**src/rtl/owm_pkg.sv**
```systemverilog
// ----------------------------------------------------------------------------
// owm_pkg: shared types and constants of the 1-Wire bus master
// Command codes, register indexes, field widths and the structs that move
// between the front end, the queue and the sequencing engine.
// ----------------------------------------------------------------------------
package owm_pkg;

    // Field widths
    localparam int CMD_W    = 3;
    localparam int BYTE_W   = 8;
    localparam int LONG_W   = 10;
    localparam int SHORT_W  = 8;
    localparam int INDEX_W  = 4;
    localparam int REGIDX_W = 3;

    // Command codes on the input channel
    localparam logic [CMD_W-1:0] CMD_TICK   = 3'd0;
    localparam logic [CMD_W-1:0] CMD_RESET  = 3'd1;
    localparam logic [CMD_W-1:0] CMD_WRITE  = 3'd2;
    localparam logic [CMD_W-1:0] CMD_READ   = 3'd3;
    localparam logic [CMD_W-1:0] CMD_ROM    = 3'd4;
    localparam logic [CMD_W-1:0] CMD_PULLUP = 3'd5;

    // Configuration register indexes
    localparam logic [REGIDX_W-1:0] REG_RESET_LOW     = 3'd0;
    localparam logic [REGIDX_W-1:0] REG_PRESENCE_WAIT = 3'd1;
    localparam logic [REGIDX_W-1:0] REG_RESET_TAIL    = 3'd2;
    localparam logic [REGIDX_W-1:0] REG_SHORT_SLOT    = 3'd3;
    localparam logic [REGIDX_W-1:0] REG_LONG_SLOT     = 3'd4;

    // Register reset values
    localparam logic [LONG_W-1:0]  RESET_LOW_DEFAULT     = 10'd500;
    localparam logic [SHORT_W-1:0] PRESENCE_WAIT_DEFAULT = 8'd70;
    localparam logic [LONG_W-1:0]  RESET_TAIL_DEFAULT    = 10'd500;
    localparam logic [SHORT_W-1:0] SHORT_SLOT_DEFAULT    = 8'd7;
    localparam logic [SHORT_W-1:0] LONG_SLOT_DEFAULT     = 8'd70;

    // Read-ROM sequence
    localparam logic [BYTE_W-1:0] ROM_CMD_BYTE = 8'h33;
    localparam int                ROM_BYTES    = 9;

    // Depth of the queue between front end and engine
    localparam int QUEUE_DEPTH_DEFAULT = 2;

    typedef struct packed {
        logic [LONG_W-1:0]  reset_low;
        logic [SHORT_W-1:0] presence_wait;
        logic [LONG_W-1:0]  reset_tail;
        logic [SHORT_W-1:0] short_slot;
        logic [SHORT_W-1:0] long_slot;
    } cfg_t;

    // Classified item: op is the command with spare codes folded to a tick
    typedef struct packed {
        logic [CMD_W-1:0]  op;
        logic              is_start;
        logic              line_level;
        logic [BYTE_W-1:0] tx_byte;
        logic              pullup_on;
    } item_t;

    typedef struct packed {
        logic               drive_low;
        logic               drive_high;
        logic               busy_res;
        logic               done_res;
        logic               present;
        logic [BYTE_W-1:0]  rx_byte;
        logic               rx_valid;
        logic [INDEX_W-1:0] rx_index;
        logic               rejected;
    } res_t;

endpackage

```
**src/rtl/owm_if.sv**
```systemverilog
// ----------------------------------------------------------------------------
// owm_if: channel interfaces of the 1-Wire bus master
// Command channel (tick items with bus level) and result channel, each with
// a valid/ready handshake and source/sink views.
// ----------------------------------------------------------------------------
interface owm_cmd_if import owm_pkg::*; ();
    logic              valid;
    logic              ready;
    logic [CMD_W-1:0]  cmd;
    logic              line_level;
    logic [BYTE_W-1:0] tx_byte;
    logic              pullup_on;

    modport source (output valid, cmd, line_level, tx_byte, pullup_on, input ready);
    modport sink   (input valid, cmd, line_level, tx_byte, pullup_on, output ready);
endinterface

interface owm_res_if import owm_pkg::*; ();
    logic               valid;
    logic               ready;
    logic               drive_low;
    logic               drive_high;
    logic               busy_res;
    logic               done_res;
    logic               present;
    logic [BYTE_W-1:0]  rx_byte;
    logic               rx_valid;
    logic [INDEX_W-1:0] rx_index;
    logic               rejected;

    modport source (output valid, drive_low, drive_high, busy_res, done_res, present,
                    rx_byte, rx_valid, rx_index, rejected, input ready);
    modport sink   (input valid, drive_low, drive_high, busy_res, done_res, present,
                    rx_byte, rx_valid, rx_index, rejected, output ready);
endinterface

```
**src/rtl/owm_front.sv**
```systemverilog
// ----------------------------------------------------------------------------
// owm_front: input stage of the 1-Wire bus master
// Accept command transactions, fold spare codes to ticks, flag start commands
// and hold the classified item until the queue takes it.
// ----------------------------------------------------------------------------
module owm_front import owm_pkg::*;
(
    input  logic        clk,
    input  logic        rst_n,
    owm_cmd_if.sink     cmd_chan,
    output logic        item_valid,
    output item_t       item,
    input  logic        item_ready
);

    logic  valid_reg;
    logic  valid_next;
    item_t item_reg;
    item_t item_next;
    logic  accept;
    logic  push;

    assign push           = valid_reg && item_ready;
    assign cmd_chan.ready = !valid_reg || item_ready;
    assign accept         = cmd_chan.valid && cmd_chan.ready;

    always_comb
    begin
        item_next            = item_reg;
        item_next.line_level = cmd_chan.line_level;
        item_next.tx_byte    = cmd_chan.tx_byte;
        item_next.pullup_on  = cmd_chan.pullup_on;
        unique case (cmd_chan.cmd) inside
            CMD_RESET, CMD_WRITE, CMD_READ, CMD_ROM, CMD_PULLUP:
            begin
                item_next.op       = cmd_chan.cmd;
                item_next.is_start = 1'b1;
            end
            default:
            begin
                item_next.op       = CMD_TICK;
                item_next.is_start = 1'b0;
            end
        endcase
        if (!accept)
        begin
            item_next = item_reg;
        end
    end

    always_comb
    begin
        valid_next = valid_reg;
        if (accept)
        begin
            valid_next = 1'b1;
        end
        else if (push)
        begin
            valid_next = 1'b0;
        end
    end

    always_ff @(posedge clk or negedge rst_n)
    begin
        if (!rst_n)
        begin
            valid_reg <= 1'b0;
        end
        else
        begin
            valid_reg <= valid_next;
        end
    end

    always_ff @(posedge clk)
    begin
        item_reg <= item_next;
    end

    assign item_valid = valid_reg;
    assign item       = item_reg;

endmodule

```
**src/rtl/owm_queue.sv**
```systemverilog
// ----------------------------------------------------------------------------
// owm_queue: short item queue between front end and engine
// Circular buffer of classified items; push when not full, pop on request.
// ----------------------------------------------------------------------------
module owm_queue import owm_pkg::*;
#(
    parameter int DEPTH = QUEUE_DEPTH_DEFAULT
)
(
    input  logic  clk,
    input  logic  rst_n,
    input  logic  push_valid,
    input  item_t push_item,
    output logic  push_ready,
    output logic  pop_valid,
    output item_t pop_item,
    input  logic  pop
);

    localparam int PTR_W = $clog2(DEPTH);
    localparam int CNT_W = $clog2(DEPTH + 1);
    localparam logic [PTR_W-1:0] LAST_PTR = PTR_W'(DEPTH - 1);
    localparam logic [CNT_W-1:0] FULL_CNT = CNT_W'(DEPTH);

    item_t            entry_reg [DEPTH];
    logic [PTR_W-1:0] wr_ptr_reg;
    logic [PTR_W-1:0] wr_ptr_next;
    logic [PTR_W-1:0] rd_ptr_reg;
    logic [PTR_W-1:0] rd_ptr_next;
    logic [CNT_W-1:0] count_reg;
    logic [CNT_W-1:0] count_next;
    logic             do_push;
    logic             do_pop;

    assign push_ready = (count_reg != FULL_CNT);
    assign pop_valid  = (count_reg != '0);
    assign do_push    = push_valid && push_ready;
    assign do_pop     = pop && pop_valid;
    assign pop_item   = entry_reg[rd_ptr_reg];

    always_comb
    begin
        wr_ptr_next = wr_ptr_reg;
        rd_ptr_next = rd_ptr_reg;
        count_next  = count_reg;
        if (do_push)
        begin
            wr_ptr_next = (wr_ptr_reg == LAST_PTR) ? '0 : wr_ptr_reg + 1'b1;
        end
        if (do_pop)
        begin
            rd_ptr_next = (rd_ptr_reg == LAST_PTR) ? '0 : rd_ptr_reg + 1'b1;
        end
        if (do_push && !do_pop)
        begin
            count_next = count_reg + 1'b1;
        end
        else if (do_pop && !do_push)
        begin
            count_next = count_reg - 1'b1;
        end
    end

    always_ff @(posedge clk or negedge rst_n)
    begin
        if (!rst_n)
        begin
            wr_ptr_reg <= '0;
            rd_ptr_reg <= '0;
            count_reg  <= '0;
        end
        else
        begin
            wr_ptr_reg <= wr_ptr_next;
            rd_ptr_reg <= rd_ptr_next;
            count_reg  <= count_next;
        end
    end

    always_ff @(posedge clk)
    begin
        if (do_push)
        begin
            entry_reg[wr_ptr_reg] <= push_item;
        end
    end

`ifndef SYNTHESIS
    a_count_bound: assert property (@(posedge clk) disable iff (!rst_n)
        count_reg <= FULL_CNT)
        else $error("queue count beyond depth");
`endif

endmodule

```
**src/rtl/owm_engine.sv**
```systemverilog
// ----------------------------------------------------------------------------
// owm_engine: bus sequencing engine of the 1-Wire master
// Step the reset, slot and read-ROM sequences by one tick per item and
// register one result per item.
// ----------------------------------------------------------------------------
module owm_engine import owm_pkg::*;
(
    input  logic        clk,
    input  logic        rst_n,
    input  cfg_t        cfg,
    input  logic        item_valid,
    input  item_t       item,
    output logic        item_pop,
    owm_res_if.source   res_chan
);

    localparam logic [3:0] PH_IDLE     = 4'd0;
    localparam logic [3:0] PH_RST_LOW  = 4'd1;
    localparam logic [3:0] PH_RST_WAIT = 4'd2;
    localparam logic [3:0] PH_RST_TAIL = 4'd3;
    localparam logic [3:0] PH_WR_LOW   = 4'd4;
    localparam logic [3:0] PH_WR_REL   = 4'd5;
    localparam logic [3:0] PH_RD_LOW   = 4'd6;
    localparam logic [3:0] PH_RD_WAIT  = 4'd7;
    localparam logic [3:0] PH_RD_REC   = 4'd8;

    localparam logic [2:0] KIND_NONE  = 3'd0;
    localparam logic [2:0] KIND_RESET = 3'd1;
    localparam logic [2:0] KIND_WRITE = 3'd2;
    localparam logic [2:0] KIND_READ  = 3'd3;
    localparam logic [2:0] KIND_ROM   = 3'd4;

    localparam logic [INDEX_W:0] ROM_LIMIT = (INDEX_W + 1)'(ROM_BYTES);

    logic [3:0]         phase_reg,    phase_next;
    logic [LONG_W-1:0]  tick_reg,     tick_next;
    logic [2:0]         bit_reg,      bit_next;
    logic [BYTE_W-1:0]  shift_reg,    shift_next;
    logic [INDEX_W-1:0] byte_cnt_reg, byte_cnt_next;
    logic               seen_reg,     seen_next;
    logic               pullup_reg,   pullup_next;
    logic [2:0]         kind_reg,     kind_next;
    logic               out_valid_reg;
    res_t               res_reg;
    res_t               res_next;

    logic [LONG_W-1:0]  len;
    logic [LONG_W-1:0]  len_eff;
    logic [LONG_W-1:0]  tick_inc;
    logic               over;
    logic               adv;

    assign adv      = item_valid && (!out_valid_reg || res_chan.ready);
    assign item_pop = adv;

    always_comb
    begin
        phase_next    = phase_reg;
        tick_next     = tick_reg;
        bit_next      = bit_reg;
        shift_next    = shift_reg;
        byte_cnt_next = byte_cnt_reg;
        seen_next     = seen_reg;
        pullup_next   = pullup_reg;
        kind_next     = kind_reg;
        res_next      = '0;
        len           = '0;

        // Start or reject
        if (item.is_start && phase_reg != PH_IDLE)
        begin
            res_next.rejected = 1'b1;
        end
        else if (item.is_start)
        begin
            tick_next = '0;
            bit_next  = '0;
            if (item.op == CMD_PULLUP)
            begin
                pullup_next       = item.pullup_on;
                res_next.done_res = 1'b1;
            end
            else
            begin
                pullup_next = 1'b0;
                if (item.op == CMD_RESET || item.op == CMD_ROM)
                begin
                    kind_next     = (item.op == CMD_RESET) ? KIND_RESET : KIND_ROM;
                    seen_next     = 1'b0;
                    byte_cnt_next = '0;
                    if (!item.line_level)
                    begin
                        res_next.done_res = 1'b1;
                    end
                    else
                    begin
                        phase_next = PH_RST_LOW;
                    end
                end
                else if (item.op == CMD_WRITE)
                begin
                    kind_next  = KIND_WRITE;
                    shift_next = item.tx_byte;
                    phase_next = PH_WR_LOW;
                end
                else
                begin
                    kind_next  = KIND_READ;
                    shift_next = '0;
                    phase_next = PH_RD_LOW;
                end
            end
        end

        // Length of the current phase
        unique case (phase_next) inside
            PH_RST_LOW:  len = cfg.reset_low;
            PH_RST_WAIT: len = LONG_W'(cfg.presence_wait);
            PH_RST_TAIL: len = cfg.reset_tail;
            PH_WR_LOW:   len = LONG_W'(shift_next[0] ? cfg.short_slot : cfg.long_slot);
            PH_WR_REL:   len = LONG_W'(shift_next[0] ? cfg.long_slot : cfg.short_slot);
            PH_RD_LOW,
            PH_RD_WAIT:  len = LONG_W'(cfg.short_slot);
            PH_RD_REC:   len = LONG_W'(cfg.long_slot);
            default:     len = '0;
        endcase
        len_eff  = (len == '0) ? LONG_W'(1) : len;
        tick_inc = tick_next + 1'b1;
        over     = (tick_inc >= len_eff);
        if (phase_next != PH_IDLE && phase_next <= PH_RD_REC)
        begin
            tick_next = over ? '0 : tick_inc;
        end

        // Advance the sequence by one tick
        unique case (phase_next)
            PH_IDLE:
            begin
            end
            PH_RST_LOW:
            begin
                res_next.drive_low = 1'b1;
                if (over)
                begin
                    phase_next = PH_RST_WAIT;
                end
            end
            PH_RST_WAIT:
            begin
                if (over)
                begin
                    seen_next  = !item.line_level;
                    phase_next = PH_RST_TAIL;
                end
            end
            PH_RST_TAIL:
            begin
                if (over)
                begin
                    if (kind_next == KIND_ROM && seen_next)
                    begin
                        shift_next = ROM_CMD_BYTE;
                        bit_next   = '0;
                        phase_next = PH_WR_LOW;
                    end
                    else
                    begin
                        res_next.done_res = 1'b1;
                        res_next.present  = seen_next;
                        phase_next        = PH_IDLE;
                    end
                end
            end
            PH_WR_LOW:
            begin
                res_next.drive_low = 1'b1;
                if (over)
                begin
                    phase_next = PH_WR_REL;
                end
            end
            PH_WR_REL:
            begin
                if (over)
                begin
                    shift_next = shift_next >> 1;
                    if (bit_next == 3'd7)
                    begin
                        bit_next = '0;
                        if (kind_next == KIND_ROM)
                        begin
                            shift_next    = '0;
                            byte_cnt_next = '0;
                            phase_next    = PH_RD_LOW;
                        end
                        else
                        begin
                            res_next.done_res = 1'b1;
                            phase_next        = PH_IDLE;
                        end
                    end
                    else
                    begin
                        bit_next   = bit_next + 1'b1;
                        phase_next = PH_WR_LOW;
                    end
                end
            end
            PH_RD_LOW:
            begin
                res_next.drive_low = 1'b1;
                if (over)
                begin
                    phase_next = PH_RD_WAIT;
                end
            end
            PH_RD_WAIT:
            begin
                if (over)
                begin
                    shift_next = {item.line_level, shift_next[BYTE_W-1:1]};
                    phase_next = PH_RD_REC;
                end
            end
            PH_RD_REC:
            begin
                if (over)
                begin
                    if (bit_next == 3'd7)
                    begin
                        bit_next          = '0;
                        res_next.rx_valid = 1'b1;
                        res_next.rx_byte  = shift_next;
                        if (kind_next == KIND_ROM)
                        begin
                            res_next.rx_index = byte_cnt_next;
                            if (({1'b0, byte_cnt_next} + 1'b1) < ROM_LIMIT)
                            begin
                                byte_cnt_next = byte_cnt_next + 1'b1;
                                shift_next    = '0;
                                phase_next    = PH_RD_LOW;
                            end
                            else
                            begin
                                res_next.done_res = 1'b1;
                                res_next.present  = seen_next;
                                phase_next        = PH_IDLE;
                            end
                        end
                        else
                        begin
                            res_next.done_res = 1'b1;
                            phase_next        = PH_IDLE;
                        end
                    end
                    else
                    begin
                        bit_next   = bit_next + 1'b1;
                        phase_next = PH_RD_LOW;
                    end
                end
            end
            default:
            begin
                phase_next = PH_IDLE;
            end
        endcase

        res_next.drive_high = pullup_next;
        res_next.busy_res   = (phase_next != PH_IDLE);
    end

    always_ff @(posedge clk or negedge rst_n)
    begin
        if (!rst_n)
        begin
            phase_reg     <= PH_IDLE;
            tick_reg      <= '0;
            bit_reg       <= '0;
            shift_reg     <= '0;
            byte_cnt_reg  <= '0;
            seen_reg      <= 1'b0;
            pullup_reg    <= 1'b0;
            kind_reg      <= KIND_NONE;
            out_valid_reg <= 1'b0;
        end
        else
        begin
            if (adv)
            begin
                phase_reg    <= phase_next;
                tick_reg     <= tick_next;
                bit_reg      <= bit_next;
                shift_reg    <= shift_next;
                byte_cnt_reg <= byte_cnt_next;
                seen_reg     <= seen_next;
                pullup_reg   <= pullup_next;
                kind_reg     <= kind_next;
            end
            if (adv)
            begin
                out_valid_reg <= 1'b1;
            end
            else if (res_chan.ready)
            begin
                out_valid_reg <= 1'b0;
            end
        end
    end

    always_ff @(posedge clk)
    begin
        if (adv)
        begin
            res_reg <= res_next;
        end
    end

    assign res_chan.valid      = out_valid_reg;
    assign res_chan.drive_low  = res_reg.drive_low;
    assign res_chan.drive_high = res_reg.drive_high;
    assign res_chan.busy_res   = res_reg.busy_res;
    assign res_chan.done_res   = res_reg.done_res;
    assign res_chan.present    = res_reg.present;
    assign res_chan.rx_byte    = res_reg.rx_byte;
    assign res_chan.rx_valid   = res_reg.rx_valid;
    assign res_chan.rx_index   = res_reg.rx_index;
    assign res_chan.rejected   = res_reg.rejected;

`ifndef SYNTHESIS
    a_done_not_busy: assert property (@(posedge clk) disable iff (!rst_n)
        out_valid_reg |-> !(res_reg.done_res && res_reg.busy_res))
        else $error("result reports done while still busy");

    a_rx_from_recovery: assert property (@(posedge clk) disable iff (!rst_n)
        adv && res_next.rx_valid |-> phase_reg == PH_RD_REC)
        else $error("byte completed outside read recovery");

    a_idle_bits_clear: assert property (@(posedge clk) disable iff (!rst_n)
        phase_reg == PH_IDLE |-> bit_reg == '0)
        else $error("bit counter left set in idle");

    a_reject_only_busy: assert property (@(posedge clk) disable iff (!rst_n)
        adv && res_next.rejected |=> out_valid_reg && $past(phase_reg) != PH_IDLE)
        else $error("start rejected while idle");
`endif

endmodule

```
**src/rtl/one_wire_bus_master.sv**
```systemverilog
// ----------------------------------------------------------------------------
// one_wire_bus_master: 1-Wire bus master paced by microsecond tick items
// Runs reset/presence, byte write, byte read, read-ROM and strong pullup
// sequences; one result transaction per command transaction.
// ----------------------------------------------------------------------------
//
//  Channel    Dir   Handshake     Payload
//  cmd_chan   in    valid/ready   cmd, line_level, tx_byte, pullup_on
//  res_chan   out   valid/ready   drive_low, drive_high, busy_res, done_res,
//                                 present, rx_byte, rx_valid, rx_index, rejected
//  cfg        in    cfg_we        cfg_index, cfg_data (no read-back)
//
//  One transaction per cycle sustained while results are taken; each command
//  passes the front register, the queue and the engine result register.
//  The engine's per-tick counter update and compare sets the cycle budget.
//  Reset loads the timing registers with their defaults and idles the engine;
//  there is no clearing pass.
//  A stalled result holds in the engine's output register while the queue and
//  the front register keep taking command transactions until full.
//
module one_wire_bus_master import owm_pkg::*;
#(
    parameter int QUEUE_DEPTH = QUEUE_DEPTH_DEFAULT
)
(
    input  logic                clk,
    input  logic                rst_n,
    owm_cmd_if.sink             cmd_chan,
    owm_res_if.source           res_chan,
    input  logic                cfg_we,
    input  logic [REGIDX_W-1:0] cfg_index,
    input  logic [LONG_W-1:0]   cfg_data
);

    // Timing registers
    cfg_t  cfg_reg;
    cfg_t  cfg_next;

    // Front end to queue
    logic  front_valid;
    item_t front_item;
    logic  front_ready;

    // Queue to engine
    logic  q_valid;
    item_t q_item;
    logic  q_pop;

    // Decode configuration writes; indexes beyond the list are dropped
    always_comb
    begin
        cfg_next = cfg_reg;
        if (cfg_we)
        begin
            unique case (cfg_index)
                REG_RESET_LOW:     cfg_next.reset_low     = cfg_data;
                REG_PRESENCE_WAIT: cfg_next.presence_wait = cfg_data[SHORT_W-1:0];
                REG_RESET_TAIL:    cfg_next.reset_tail    = cfg_data;
                REG_SHORT_SLOT:    cfg_next.short_slot    = cfg_data[SHORT_W-1:0];
                REG_LONG_SLOT:     cfg_next.long_slot     = cfg_data[SHORT_W-1:0];
                default:           cfg_next = cfg_reg;
            endcase
        end
    end

    always_ff @(posedge clk or negedge rst_n)
    begin
        if (!rst_n)
        begin
            cfg_reg.reset_low     <= RESET_LOW_DEFAULT;
            cfg_reg.presence_wait <= PRESENCE_WAIT_DEFAULT;
            cfg_reg.reset_tail    <= RESET_TAIL_DEFAULT;
            cfg_reg.short_slot    <= SHORT_SLOT_DEFAULT;
            cfg_reg.long_slot     <= LONG_SLOT_DEFAULT;
        end
        else
        begin
            cfg_reg <= cfg_next;
        end
    end

    // Accept and classify command transactions
    owm_front u_front
    (
        .clk        (clk),
        .rst_n      (rst_n),
        .cmd_chan   (cmd_chan),
        .item_valid (front_valid),
        .item       (front_item),
        .item_ready (front_ready)
    );

    // Decouple the front end from the engine
    owm_queue #(
        .DEPTH (QUEUE_DEPTH)
    ) u_queue
    (
        .clk        (clk),
        .rst_n      (rst_n),
        .push_valid (front_valid),
        .push_item  (front_item),
        .push_ready (front_ready),
        .pop_valid  (q_valid),
        .pop_item   (q_item),
        .pop        (q_pop)
    );

    // Step the bus sequence one tick per item and register the result
    owm_engine u_engine
    (
        .clk        (clk),
        .rst_n      (rst_n),
        .cfg        (cfg_reg),
        .item_valid (q_valid),
        .item       (q_item),
        .item_pop   (q_pop),
        .res_chan   (res_chan)
    );

endmodule

```
**src/flat_wrapper.sv**
```systemverilog
// flat-port wrapper written by rule: the top's interface ports become plain ports
module one_wire_bus_master_flat import owm_pkg::*;
#(
    parameter int QUEUE_DEPTH = QUEUE_DEPTH_DEFAULT
)
  (clk, rst_n, cfg_we, cfg_index, cfg_data, cmd_chan_valid, cmd_chan_cmd, cmd_chan_line_level, cmd_chan_tx_byte, cmd_chan_pullup_on, cmd_chan_ready, res_chan_valid, res_chan_drive_low, res_chan_drive_high, res_chan_busy_res, res_chan_done_res, res_chan_present, res_chan_rx_byte, res_chan_rx_valid, res_chan_rx_index, res_chan_rejected, res_chan_ready);
  owm_cmd_if cmd_chan_i ();
  owm_res_if res_chan_i ();
  input  logic clk;
  input  logic rst_n;
  input  logic cfg_we;
  input  logic [REGIDX_W-1:0] cfg_index;
  input  logic [LONG_W-1:0] cfg_data;
  input wire logic [$bits(cmd_chan_i.valid)-1:0] cmd_chan_valid;
  input wire logic [$bits(cmd_chan_i.cmd)-1:0] cmd_chan_cmd;
  input wire logic [$bits(cmd_chan_i.line_level)-1:0] cmd_chan_line_level;
  input wire logic [$bits(cmd_chan_i.tx_byte)-1:0] cmd_chan_tx_byte;
  input wire logic [$bits(cmd_chan_i.pullup_on)-1:0] cmd_chan_pullup_on;
  output wire logic [$bits(cmd_chan_i.ready)-1:0] cmd_chan_ready;
  output wire logic [$bits(res_chan_i.valid)-1:0] res_chan_valid;
  output wire logic [$bits(res_chan_i.drive_low)-1:0] res_chan_drive_low;
  output wire logic [$bits(res_chan_i.drive_high)-1:0] res_chan_drive_high;
  output wire logic [$bits(res_chan_i.busy_res)-1:0] res_chan_busy_res;
  output wire logic [$bits(res_chan_i.done_res)-1:0] res_chan_done_res;
  output wire logic [$bits(res_chan_i.present)-1:0] res_chan_present;
  output wire logic [$bits(res_chan_i.rx_byte)-1:0] res_chan_rx_byte;
  output wire logic [$bits(res_chan_i.rx_valid)-1:0] res_chan_rx_valid;
  output wire logic [$bits(res_chan_i.rx_index)-1:0] res_chan_rx_index;
  output wire logic [$bits(res_chan_i.rejected)-1:0] res_chan_rejected;
  input wire logic [$bits(res_chan_i.ready)-1:0] res_chan_ready;
  assign cmd_chan_i.valid = cmd_chan_valid;
  assign cmd_chan_i.cmd = cmd_chan_cmd;
  assign cmd_chan_i.line_level = cmd_chan_line_level;
  assign cmd_chan_i.tx_byte = cmd_chan_tx_byte;
  assign cmd_chan_i.pullup_on = cmd_chan_pullup_on;
  assign cmd_chan_ready = cmd_chan_i.ready;
  assign res_chan_valid = res_chan_i.valid;
  assign res_chan_drive_low = res_chan_i.drive_low;
  assign res_chan_drive_high = res_chan_i.drive_high;
  assign res_chan_busy_res = res_chan_i.busy_res;
  assign res_chan_done_res = res_chan_i.done_res;
  assign res_chan_present = res_chan_i.present;
  assign res_chan_rx_byte = res_chan_i.rx_byte;
  assign res_chan_rx_valid = res_chan_i.rx_valid;
  assign res_chan_rx_index = res_chan_i.rx_index;
  assign res_chan_rejected = res_chan_i.rejected;
  assign res_chan_i.ready = res_chan_ready;
  one_wire_bus_master #(.QUEUE_DEPTH(QUEUE_DEPTH)) u_core (.clk(clk), .rst_n(rst_n), .cmd_chan(cmd_chan_i), .res_chan(res_chan_i), .cfg_we(cfg_we), .cfg_index(cfg_index), .cfg_data(cfg_data));
endmodule
```
**config.mk**
```make
export PLATFORM = sky130hd
export DESIGN_NAME = one_wire_bus_master_flat
export DESIGN_NICKNAME = d
export VERILOG_FILES = /design/src/rtl/owm_pkg.sv /design/src/rtl/owm_if.sv /design/src/rtl/owm_front.sv /design/src/rtl/owm_queue.sv /design/src/rtl/owm_engine.sv /design/src/rtl/one_wire_bus_master.sv /design/src/flat_wrapper.sv
export SDC_FILE = /design/constraint.sdc
export NUM_CORES = 1
export LEC_CHECK = 0
export BUFFER_PORTS_ARGS = -buffer_cell sky130_fd_sc_hd__buf_2
export CORE_ASPECT_RATIO = 0.7
export CORE_MARGIN = 3
export CORE_UTILIZATION = 63
export CTS_CLUSTER_DIAMETER = 50
export DETAILED_ROUTE_END_ITERATION = 12
export PLACE_DENSITY = 0.81
export SYNTH_ARGS = -nofsm -noshare
export SYNTH_HDL_FRONTEND = slang
export SYNTH_SLANG_ARGS = --single-unit
```
**constraint.sdc**
```tcl
create_clock -name clk -period 8.85 [get_ports clk]
set_input_delay 0.885 -clock clk [delete_from_list [all_inputs] [get_ports clk]]
set_output_delay 0.885 -clock clk [all_outputs]
set_load 0.005 [all_outputs]
```
=== Word-level counts from Yosys, hierarchy flattened ===
Memory sizes are Yosys's and may differ from the RTL's.
Index checks and enable logic that the tools add are counted.
W data, S select, Z words.

* Memories kept: 1
* Bits of input ports: 31
* Output and inout port bits: 21
* Bits in writable memories: 28
* Logic and storage cells: 217
* Bits in registers: 117

* Equal/unequal tests: 24
* Reduce and logical (&&, ||, !) cells: 39
* Order comparisons: 3
* Multiplexer cells: 110
* Add/sub/neg operators: 8

{| class="wikitable"
|+ Memories
! name !! words !! width !! rd ports !! clocked after Yosys merged registers in !! write ports !! RTL line !! text
|-
| u_core.u_queue.entry_reg || 2 || 14 || 1 || 0 || 1 || owm_queue.sv:25 || <nowiki>item_t entry_reg [DEPTH];</nowiki>
|}

{| class="wikitable"
|+ Operators with widths
! operator !! count
|-
| $mux W8 || 15
|-
| $mux W4 || 27
|-
| $pmux W10 S7 || 1
|-
| $mux W10 || 5
|-
| $mux W3 || 15
|-
| $pmux W4 S9 || 1
|-
| $pmux W8 S4 || 1
|-
| $mux W1 || 31
|-
| $mux W15 || 2
|-
| $eq A3 B3 Y1 const B || 7
|-
| $eq A4 B3 Y1 const B || 4
|-
| $eq A3 B2 Y1 const B || 5
|-
| $mux W7 || 2
|-
| $mux W2 || 6
|-
| $reduce_and A2 Y1 || 6
|-
| $reduce_bool A4 Y1 || 3
|-
| $add A10 B1 Y10 const B || 1
|-
| $ge A10 B10 Y1 || 1
|-
| $logic_not A10 Y1 || 1
|-
| $eq A3 B1 Y1 const B || 3
|-
| $logic_and A1 B1 Y1 || 9
|-
| $eq A4 B2 Y1 const B || 2
|-
| $pmux W4 S2 || 1
|-
| $reduce_bool A2 Y1 || 4
|-
| other kinds (23) || 31
|}

=== Depth between registers and ports, before layout ===
Gate-level depths: netlist of run 1.
An unclocked memory read counts as a cell.

* Depth after elaboration: 16
* Depth in mapped cells: 22
* Depth with buffers taken out: 19

=== Modules after synthesis ===
Synthesis of run 1 repeated with hierarchy kept, for this count alone.

* Cell total of the unflattened synthesis: 626
* Area, all modules: 7544.7 µm²

{| class="wikitable"
|+ Modules (own cells, without submodules)
! module !! times used !! area each (µm²) !! sequential area each (µm²) !! cells each
|-
| owm_engine || 1 || 3970.1 || 1446.4 || 444
|-
| one_wire_bus_master || 1 || 1803.0 || 1127.3 || 97
|-
| owm_queue || 1 || 1270.0 || 940.9 || 62
|-
| owm_front || 1 || 501.7 || 445.4 || 23
|}

=== Worst setup path after synthesis of run 1 ===
OpenSTA, ideal clock, no wires.

* Path kind: register to register
* From: register u_core.u_queue.rd_ptr_reg
* To: register u_core.u_engine.res_reg (netlist bit u_core.u_engine.res_chan.busy_res), data pin
* Period minus slack after synthesis: 4.405 ns
* Setup time: 0.279 ns
* Data required time: 8.571 ns
* Stages on the path, launching flop included: 21
* Slack: 4.445 ns
* Arrival: 4.125 ns
* Path buffers: 4
* Cells stage by stage: dfrtp_1 -> buf_4 -> mux2_4 -> a41oi_4 -> buf_2 -> mux2i_1 -> o22ai_1 -> a21oi_1 -> nand4_1 -> o31ai_2 -> ha_1 -> nand2b_1 -> a21o_1 -> a31oi_1 -> o21a_1 -> or2_2 -> clkbuf_1 -> clkbuf_1 -> nand2_1 -> nand2_1 -> o2111ai_1

{| class="wikitable"
|+ RTL lines
! element !! RTL line !! text
|-
| start, declared || owm_queue.sv:28 || <nowiki>logic [PTR_W-1:0] rd_ptr_reg;</nowiki>
|-
| start signal, assigned || owm_queue.sv:75 || <nowiki>rd_ptr_reg <= rd_ptr_next;</nowiki>
|-
| end signal, assigned || owm_engine.sv:315 || <nowiki>res_reg <= res_next;</nowiki>
|-
| end, declared || owm_engine.sv:44 || <nowiki>res_t res_reg;</nowiki>
|}

==> metrics.txt, run 1 <==
# TYPE chip_impl_metric gauge
chip_impl_metric{name="post_cts_resized",unit=""} 0
chip_impl_metric{name="finalSetupViolations",unit=""} 0
chip_impl_metric{name="netlist_area_pre_place",unit="µm²"} 7400
chip_impl_metric{name="max_slew.worst_pin.slew",unit="ns"} 1.28
chip_impl_metric{name="global_route.usage.total",unit="%"} 29.2
chip_impl_metric{name="largest_register_ffs",unit=""} 44
chip_impl_metric{name="postPlaceCellArea",unit="µm²"} 7760
chip_impl_metric{name="port_buffers",unit=""} 51
chip_impl_info{name="critical_path.slowest_cell",value="a41oi_4"} 1
chip_impl_metric{name="placement.setup.worst_slack",unit="ns"} 3.15
chip_impl_metric{name="vias",unit=""} 5600
chip_impl_metric{name="place_hpwl",unit="µm"} 13000
chip_impl_metric{name="clkTransAtPathRegs",unit="ns"} 0.06
chip_impl_metric{name="maxCapViolations",unit=""} 0
chip_impl_metric{name="drt-total-wl",unit="µm"} 18400
chip_impl_metric{name="fmax",unit="MHz"} 167
chip_impl_metric{name="critical_path_buf_inv_count",unit=""} 1
chip_impl_metric{name="period_minus_slack",unit="ns"} 5.97
chip_impl_metric{name="cts_h_tree_lvls",unit=""} 4
chip_impl_info{name="yosysMostFrequentCell",value="dfrtp_1"} 1
chip_impl_info{name="synth_top_cell_by_area",value="edfxtp_1"} 1
chip_impl_metric{name="holdWs",unit="ns"} 0.444
chip_impl_metric{name="synth.top_cell.area_share",unit="%"} 24.7
chip_impl_metric{name="max-slew-margin-rel",unit="%"} 14.5
chip_impl_metric{name="yosysSeqAreaShare",unit="%"} 53.5
chip_impl_metric{name="max-vdd-ir-drop",unit="V"} 0.000308
chip_impl_metric{name="post_layout_nonfiller_instances",unit=""} 853
chip_impl_info{name="cp_top_family",value="compound AO/OA/AOI/OAI gates"} 1
chip_impl_metric{name="via_count_of_the_first_global_routing_pass",unit=""} 5513
chip_impl_metric{name="clock_tree.buffer_depth",unit=""} 2
chip_impl_metric{name="detail_route.wl_per_cell",unit="µm"} 21.6
chip_impl_metric{name="grt_pass1_wl",unit="µm"} 29900
chip_impl_info{name="worstSetupPathType",value="flop to flop"} 1
chip_impl_info{name="yosys-top-cells-area",value="edfxtp_1 (25%), dfrtp_1 (21%), dfstp_2 (7.5%)"} 1
chip_impl_metric{name="r2r_setup_slack",unit="ns"} 2.88
chip_impl_metric{name="synth.ff_latch_count",unit=""} 145
chip_impl_metric{name="cp_data_arrival_time",unit="ns"} 6.10
chip_impl_metric{name="grtUsageMet1",unit="%"} 43.6
chip_impl_metric{name="place_congestion",unit=""} 0.944
chip_impl_metric{name="die-area",unit="µm²"} 13100
chip_impl_metric{name="crit_path_max_incr_delay",unit="ns"} 0.67
chip_impl_metric{name="synth_async_sr_flop_share",unit="%"} 57.9
chip_impl_metric{name="drtPass1Iterations",unit=""} 5
chip_impl_metric{name="antenna_cells_inserted",unit=""} 0
chip_impl_metric{name="placementRows",unit=""} 32
chip_impl_info{name="status",value="finished clean"} 1
chip_impl_metric{name="initial_utilization",unit="%"} 65.8
chip_impl_info{name="globalRoute.busiestLayer",value="met1"} 1
chip_impl_metric{name="detail-route-antenna-nets",unit=""} 0
chip_impl_metric{name="setup_slack",unit="ns"} 2.88
chip_impl_metric{name="first_iter_violations",unit=""} 561
chip_impl_metric{name="clock_skew",unit="ns"} 0.0108
chip_impl_metric{name="avgViaCountPerCell",unit=""} 6.57
chip_impl_metric{name="synth_edf_count",unit=""} 61
chip_impl_metric{name="post-route-util",unit="%"} 74.5
chip_impl_metric{name="timing.final.hold_violations",unit=""} 0
chip_impl_metric{name="final_cell_area",unit="µm²"} 8380
chip_impl_info{name="tritoncts",value="done"} 1
chip_impl_info{name="ys_dominant_reg_cell",value="dfrtp_1"} 1
chip_impl_metric{name="groute.layer.met3.usage",unit="%"} 10.9
chip_impl_metric{name="p_total",unit="mW"} 3.07
chip_impl_info{name="critPathCaptureType",value="flop"} 1
chip_impl_metric{name="fp.dieH",unit="µm"} 96.7
chip_impl_metric{name="cts.sinks",unit=""} 145
chip_impl_info{name="synthTopCellsByCount",value="dfrtp_1 (63), edfxtp_1 (61), nand2_1 (59)"} 1
chip_impl_info{name="cts_root_buf",value="clkbuf_16"} 1
chip_impl_metric{name="grtUsageMet2",unit="%"} 40.9
chip_impl_info{name="worstHoldPathType",value="flop to flop"} 1
chip_impl_metric{name="syn_inst",unit=""} 638
chip_impl_metric{name="drc",unit=""} 0
chip_impl_metric{name="areaGrowthSynthToFinish",unit="%"} 13.2
chip_impl_metric{name="cts_hold_buffers",unit=""} 0
chip_impl_info{name="cp_cell_sequence",value="buf_4 -> mux2_2 -> and2_4 -> a41oi_4 -> nor3_1 -> o2bb2ai_1 -> a221oi_1 -> nand3_1 -> o31ai_2 -> ha_1 -> nand2b_1 -> a21o_1 -> a31oi_1 -> o21a_1 -> or2_2 -> a21oi_1 -> a311oi_1 -> o2111ai_1"} 1
chip_impl_metric{name="setup_total_negative_slack",unit="ns"} 0
chip_impl_metric{name="post_cts_buffers",unit=""} 0
chip_impl_metric{name="gr-total-overflow",unit=""} 0
chip_impl_info{name="grt_setup_unrepaired",value="no"} 1
chip_impl_metric{name="layout-drive-gt1-share",unit="%"} 25.9
chip_impl_metric{name="report.final.slew_viol_count",unit=""} 0
chip_impl_metric{name="placed_cells",unit=""} 821
chip_impl_info{name="critPathLaunchType",value="flop"} 1
chip_impl_metric{name="mapped_nets",unit=""} 685
chip_impl_metric{name="ratio_of_final_minimum_period_to_clock_period",unit="%"} 67.5
chip_impl_metric{name="crit_fanout",unit=""} 21
chip_impl_metric{name="boundaryPins",unit=""} 52
chip_impl_metric{name="static-leakage-power",unit="nW"} 3.36
chip_impl_metric{name="fp.coreArea",unit="µm²"} 11300
chip_impl_metric{name="synth.avg_cell_area",unit="µm²"} 11.6
chip_impl_metric{name="insertion_delay",unit="ns"} 0.41
chip_impl_metric{name="pwr_density_cell",unit="nW/µm²"} 366
chip_impl_metric{name="die_width",unit="µm"} 136
chip_impl_metric{name="timing.critical_path.required",unit="ns"} 8.98
chip_impl_metric{name="fin_nets",unit=""} 734
chip_impl_metric{name="grt_start_max_net_pins",unit=""} 85
chip_impl_metric{name="tritoncts.num_buffers",unit=""} 17
chip_impl_metric{name="yosysWarnings",unit=""} 0
chip_impl_metric{name="antenna_found_initial",unit=""} 0
chip_impl_metric{name="post_synth_num_cell_types",unit=""} 83
cell type report:
cell class / instances / area (µm²)
clock buffer: 20 / 479
clock inverter: 12 / 141
fill: 723 / 2870
inverter: 10 / 37.5
multi-input combinational: 456 / 3270
sequential: 145 / 3960
tap: 153 / 191
timing repair buffer: 57 / 303
worst paths after layout:
| path | endpoint | start | depth (start not counted) |
|---|---|---|---|
| max reg2reg | u_core.u_engine.res_chan.busy_res | u_core.u_queue.rd_ptr_reg | 18 |
| min | u_core.u_queue.entry_reg[1][7] | u_core.u_front.item[7] | 0 |
| min in group asynchronous | u_core.u_queue.rd_ptr_reg | rst_n | 1 |
| max in group asynchronous | u_core.cfg_reg[29] | rst_n | 1 |
| max | u_core.u_engine.res_chan.busy_res | u_core.u_queue.rd_ptr_reg | 18 |
| min reg2reg | u_core.u_queue.entry_reg[1][7] | u_core.u_front.item[7] | 0 |
cells by family after synthesis:
group	count (synthesis)	synth area share, %
XOR/XNOR	12	1.42
AO/OA/AOI/OAI	156	16.0
flip-flops	145	53.5
buffers and inverters	37	2.38
adder cells (fa/ha/maj)	16	2.70
AND/OR/NAND/NOR	207	14.4
multiplexers	65	9.63
report_power, final:
part           switching [mW]  internal [mW]  leakage [nW]
Clock                   0.292          0.456         0.306
Combinational           0.812          0.442          1.45
Sequential              0.135          0.933          1.60
layer usage:
layer	routed length (µm)	vias to the layer above
met5	0	-
met4	242	0
met3	1830	33
met2	7990	321
met1	8360	2737
li1	-	2509
worst register-to-register path, cell delays in order (launching register included):
cell and delay [ns]:
dfrtp_1 0.52, buf_4 0.34, mux2_2 0.42, and2_4 0.24, a41oi_4 0.68, nor3_1 0.32
o2bb2ai_1 0.20, a221oi_1 0.41, nand3_1 0.16, o31ai_2 0.22, ha_1 0.26, nand2b_1 0.16
a21o_1 0.18, a31oi_1 0.17, o21a_1 0.29, or2_2 0.43, a21oi_1 0.09, a311oi_1 0.44
o2111ai_1 0.18
cell usage in the layout (no fill, tap or decap), types with 5 or more instances in the layout:
cell and count:
a21boi_0 5, a21oi_1 20, a22o_1 12, a22oi_1 6, a31oi_1 12, and2_1 12, and3_1 5, buf_2 50
buf_4 7, clkbuf_16 19, dfrtp_1 63, dfstp_2 21, edfxtp_1 61, ha_1 16, inv_1 10, mux2_2 46
mux2i_1 18, nand2_1 59, nand2b_1 8, nand3_1 18, nand4_1 5, nor2_1 55, nor2b_1 5, nor3_1 12
o211ai_1 6, o21ai_0 33, or3_1 7, xnor2_1 7, xor2_1 5
No activity file was read; power rests on OpenSTA's default activity.
==> inputs of run 2 (changes only) <==
--- a/config.mk
+++ b/config.mk
@@ -5,13 +5,14 @@
 export SDC_FILE = /design/constraint.sdc
 export NUM_CORES = 1
 export LEC_CHECK = 0
+export ABC_AREA = 1
 export BUFFER_PORTS_ARGS = -buffer_cell sky130_fd_sc_hd__buf_2
 export CORE_ASPECT_RATIO = 0.7
 export CORE_MARGIN = 3
-export CORE_UTILIZATION = 63
+export CORE_UTILIZATION = 61
 export CTS_CLUSTER_DIAMETER = 50
 export DETAILED_ROUTE_END_ITERATION = 12
-export PLACE_DENSITY = 0.81
+export PLACE_DENSITY = 0.78
 export SYNTH_ARGS = -nofsm -noshare
 export SYNTH_HDL_FRONTEND = slang
 export SYNTH_SLANG_ARGS = --single-unit
==> constraint.sdc (replaced) <==
create_clock -name clk -period 6.2 [get_ports clk]
set_input_delay 0.62 -clock clk [delete_from_list [all_inputs] [get_ports clk]]
set_output_delay 0.62 -clock clk [all_outputs]
set_load 0.005 [all_outputs]
==> run 2 against run 1 <==
  * Global-route usage decreased by 0.56 points
  * Fmax is 4.9% higher
  * Register-to-register slack worse by 2.4 ns
  * Sequential cell count unchanged
  * Synthesized cell count increased by 48%
  * Sequential power rose by 45%
  * Worst hold slack worse by 0.26 ns
  * Non-clock buffer count shrank 1
  * Largest power group unchanged
  * Core utilization is 2.2 points lower
  * Clock-buffer cell count decreased by 2
==> metrics.txt, run 2 <==
# TYPE chip_impl_metric gauge
chip_impl_info{name="status",value="finished clean"} 1
chip_impl_metric{name="placementRows",unit=""} 33
chip_impl_metric{name="drtPass1Iterations",unit=""} 6
chip_impl_info{name="yosys-top-cells-area",value="edfxtp_1 (24%), dfrtp_1 (20%), nand2_1 (11%)"} 1
chip_impl_metric{name="gr-total-overflow",unit=""} 0
chip_impl_metric{name="finalSetupViolations",unit=""} 0
chip_impl_metric{name="report.final.slew_viol_count",unit=""} 0
chip_impl_metric{name="critical_path_buf_inv_count",unit=""} 4
chip_impl_metric{name="static-leakage-power",unit="nW"} 4.07
chip_impl_info{name="critPathMostFrequentCell",value="nand2_1"} 1
chip_impl_info{name="cp_cell_sequence",value="inv_4 -> nand2_1 -> nand2_2 -> nor2_8 -> nand3_2 -> inv_4 -> nand2_2 -> nand2_2 -> o21ai_0 -> nand2_1 -> nand2_1 -> nor4_1 -> ha_1 -> a21oi_1 -> o21ai_0 -> nand2_1 -> nand4_1 -> buf_4 -> clkinvlp_4 -> nor3_2 -> nor2_1 -> nand4_1 -> nor2_1 -> nand3_1"} 1
chip_impl_metric{name="period_minus_slack",unit="ns"} 5.69
chip_impl_metric{name="via_count_of_the_first_global_routing_pass",unit=""} 6093
chip_impl_info{name="cp_top_family",value="simple AND/OR/NAND/NOR gates"} 1
chip_impl_metric{name="clkTransAtPathRegs",unit="ns"} 0.06
chip_impl_info{name="critPathLaunchType",value="flop"} 1
chip_impl_metric{name="post-route-util",unit="%"} 72.3
chip_impl_info{name="ys_dominant_reg_cell",value="dfrtp_1"} 1
chip_impl_metric{name="antenna_cells_inserted",unit=""} 0
chip_impl_metric{name="fp.coreArea",unit="µm²"} 12100
chip_impl_metric{name="fin_nets",unit=""} 1035
chip_impl_metric{name="die-area",unit="µm²"} 14200
chip_impl_metric{name="timing.final.hold_violations",unit=""} 0
chip_impl_metric{name="fmax",unit="MHz"} 176
chip_impl_metric{name="drc",unit=""} 0
chip_impl_metric{name="avgViaCountPerCell",unit=""} 5.74
chip_impl_metric{name="drt-total-wl",unit="µm"} 19600
chip_impl_metric{name="synth.top_cell.area_share",unit="%"} 23.5
chip_impl_metric{name="combinational_power_share",unit="%"} 51.9
chip_impl_metric{name="insertion_delay",unit="ns"} 0.42
chip_impl_metric{name="final_cell_area",unit="µm²"} 8740
chip_impl_metric{name="post_layout_nonfiller_instances",unit=""} 1158
chip_impl_metric{name="maxCapViolations",unit=""} 0
chip_impl_metric{name="cp_data_arrival_time",unit="ns"} 5.97
chip_impl_info{name="worstSetupPathType",value="flop to flop"} 1
chip_impl_info{name="grt_setup_unrepaired",value="no"} 1
chip_impl_metric{name="multiInputGateArea",unit="µm²"} 3240
chip_impl_metric{name="tritoncts.num_buffers",unit=""} 17
chip_impl_metric{name="crit_path_max_incr_delay",unit="ns"} 0.72
chip_impl_metric{name="boundaryPins",unit=""} 52
chip_impl_metric{name="ratio_of_final_minimum_period_to_clock_period",unit="%"} 91.9
chip_impl_metric{name="synth.avg_cell_area",unit="µm²"} 8.27
chip_impl_metric{name="placed_cells",unit=""} 1126
chip_impl_metric{name="net-switching-power",unit="mW"} 2.54
chip_impl_metric{name="largest_register_ffs",unit=""} 44
chip_impl_metric{name="netSwitchingFraction",unit="%"} 47.5
chip_impl_metric{name="vias",unit=""} 6646
chip_impl_metric{name="global_route.usage.total",unit="%"} 28.6
chip_impl_metric{name="mapped_nets",unit=""} 989
chip_impl_metric{name="detail_route.wl_per_cell",unit="µm"} 16.9
chip_impl_metric{name="antenna_found_initial",unit=""} 0
chip_impl_info{name="yosysMostFrequentCell",value="nand2_1"} 1
chip_impl_metric{name="clock_skew",unit="ns"} 0.0128
chip_impl_metric{name="die_width",unit="µm"} 141
chip_impl_metric{name="placement.setup.worst_slack",unit="ns"} 0.577
chip_impl_metric{name="cts_h_tree_lvls",unit=""} 4
chip_impl_info{name="critPathCaptureType",value="flop"} 1
chip_impl_metric{name="intPower",unit="mW"} 2.81
chip_impl_metric{name="detail-route-antenna-nets",unit=""} 0
chip_impl_metric{name="place_congestion",unit=""} 0.983
chip_impl_metric{name="layout-drive-gt1-share",unit="%"} 15.8
chip_impl_metric{name="max_slew.worst_pin.slew",unit="ns"} 0.808
chip_impl_metric{name="max-vdd-ir-drop",unit="V"} 0.000528
chip_impl_metric{name="place_hpwl",unit="µm"} 13800
chip_impl_metric{name="timing.critical_path.required",unit="ns"} 6.48
chip_impl_metric{name="areaGrowthSynthToFinish",unit="%"} 12.2
chip_impl_info{name="synthTopCellsByCount",value="nand2_1 (233), nor2_1 (116), inv_1 (110)"} 1
chip_impl_metric{name="grt_start_max_net_pins",unit=""} 68
chip_impl_info{name="layout_commonest_cell",value="nand2_1"} 1
chip_impl_metric{name="clock_power_share",unit="%"} 19.2
chip_impl_metric{name="cts.sinks",unit=""} 145
chip_impl_info{name="synth_top_cell_by_area",value="edfxtp_1"} 1
chip_impl_metric{name="initial_utilization",unit="%"} 64.4
chip_impl_metric{name="grt_pass1_wl",unit="µm"} 31800
chip_impl_metric{name="post_synth_num_cell_types",unit=""} 50
chip_impl_metric{name="clock_tree.buffer_depth",unit=""} 2
chip_impl_metric{name="netlist_area_pre_place",unit="µm²"} 7790
chip_impl_metric{name="synth.ff_latch_count",unit=""} 145
chip_impl_info{name="tritoncts",value="done"} 1
chip_impl_metric{name="postPlaceCellArea",unit="µm²"} 8140
chip_impl_metric{name="yosysSeqAreaShare",unit="%"} 50.8
chip_impl_info{name="critical_path.slowest_cell",value="dfrtp_1"} 1
chip_impl_metric{name="yosysWarnings",unit=""} 0
chip_impl_metric{name="fp.dieH",unit="µm"} 101
chip_impl_metric{name="setup_total_negative_slack",unit="ns"} 0
chip_impl_metric{name="first_iter_violations",unit=""} 944
chip_impl_metric{name="max-slew-margin-rel",unit="%"} 46.1
chip_impl_info{name="worstHoldPathType",value="primary input to asynchronous set/reset pin"} 1
chip_impl_metric{name="port_buffers",unit=""} 51
chip_impl_metric{name="setup_slack",unit="ns"} 0.505
chip_impl_metric{name="fillCellCount",unit=""} 948
chip_impl_metric{name="power.share.sequential",unit="%"} 28.9
chip_impl_metric{name="seqCellArea",unit="µm²"} 3960
chip_impl_metric{name="synth_async_sr_flop_share",unit="%"} 57.9
chip_impl_info{name="most-common-layout-cells",value="nand2_1 (232), nor2_1 (116), inv_1 (109)"} 1
chip_impl_metric{name="crit_fanout",unit=""} 23
chip_impl_metric{name="syn_inst",unit=""} 942
chip_impl_info{name="cts_root_buf",value="clkbuf_16"} 1
chip_impl_metric{name="synth_edf_count",unit=""} 61
chip_impl_metric{name="pwr_density_cell",unit="nW/µm²"} 613
[run 2: stage by stage]
stage	hold slack [ns]	total power [mW]
final	0.186	5.36
after global routing	0.217	5.77
after CTS	0.201	5.27
after detailed placement	0.433	4.18
after global placement	0.430	4.13
after floorplan	0.324	3.51
[run 2: power by group through the flow]
stage	Sequential, mW	Combinational (mW)	Clock, mW
detailed placement	1.55	2.63	0
CTS	1.54	2.69	1.04
global route	1.58	3.11	1.08
global placement	1.55	2.59	0
floorplan	1.49	2.02	0
finish	1.55	2.78	1.03
[run 2: worst paths after layout]
path | cells after the start | start | slack [ns] | endpoint
worst max-delay path | 24 | u_core.u_queue.rd_ptr_reg | 0.51 | u_core.u_engine.res_chan.busy_res
worst min register to register | 0 | u_core.u_front.item[4] | 0.45 | u_core.u_queue.entry_reg[1][4]
worst min-delay path | 1 | rst_n | 0.19 | u_core.u_engine.kind_reg[1]
min in group clk | 1 | cmd_chan_tx_byte[4] | 0.37 | u_core.u_front.item[5]
worst max register to register | 24 | u_core.u_queue.rd_ptr_reg | 0.51 | u_core.u_engine.res_chan.busy_res
max in group asynchronous | 2 | rst_n | 5.04 | u_core.cfg_reg[28]
[run 2: worst register-to-register path, delay by kind of cell (launching register included)]
family / cells / cell delay (ns)
DFF: 1 / 0.72
AOI/OAI and AO/OA: 3 / 0.42
and+or+nand+nor: 16 / 3.11
adders and majority gates: 1 / 0.24
buffers and inverters: 4 / 1.04
[run 2: metal layers]
metal,vias up,track usage [%],routed length (µm),part of all wire [%]
li1,3170,-,-,-
met1,3077,43.7,9130,47
met2,363,39.1,7870,40
met3,36,8.58,2170,11
met4,0,8.49,380,1.9
met5,-,1.40,0,0
[run 2: area by class of cell]
type                            instances  share of cell area, %
Clock inverter                         14                   1.77
Inverter                              119                   5.21
Tap cell                              157                   2.25
Multi-Input combinational cell        649                   37.1
Timing Repair Buffer                   56                   3.38
Clock buffer                           18                   5.02
Sequential cell                       145                   45.3
[run 2: repair_timing]
item / CTS / global route
endpoints found under the hold margin: 0 / 0
hold buffers: 0 / 0
gates resized for setup: 0 / 2
endpoints found under the setup margin: 0 / 7
buffers inserted: 0 / 0
[run 2: kinds of logic (layout without fill, tap and decap cells)]
family	Yosys count	count (layout)	share of synthesized area, %
buffers and inverters	148	207	7.76
AND/OR/NAND/NOR	450	450	25.2
flip-flops	145	145	50.8
XOR/XNOR	10	10	1.12
adder cells (fa/ha/maj)	16	16	2.57
AO/OA/AOI/OAI	173	173	12.5
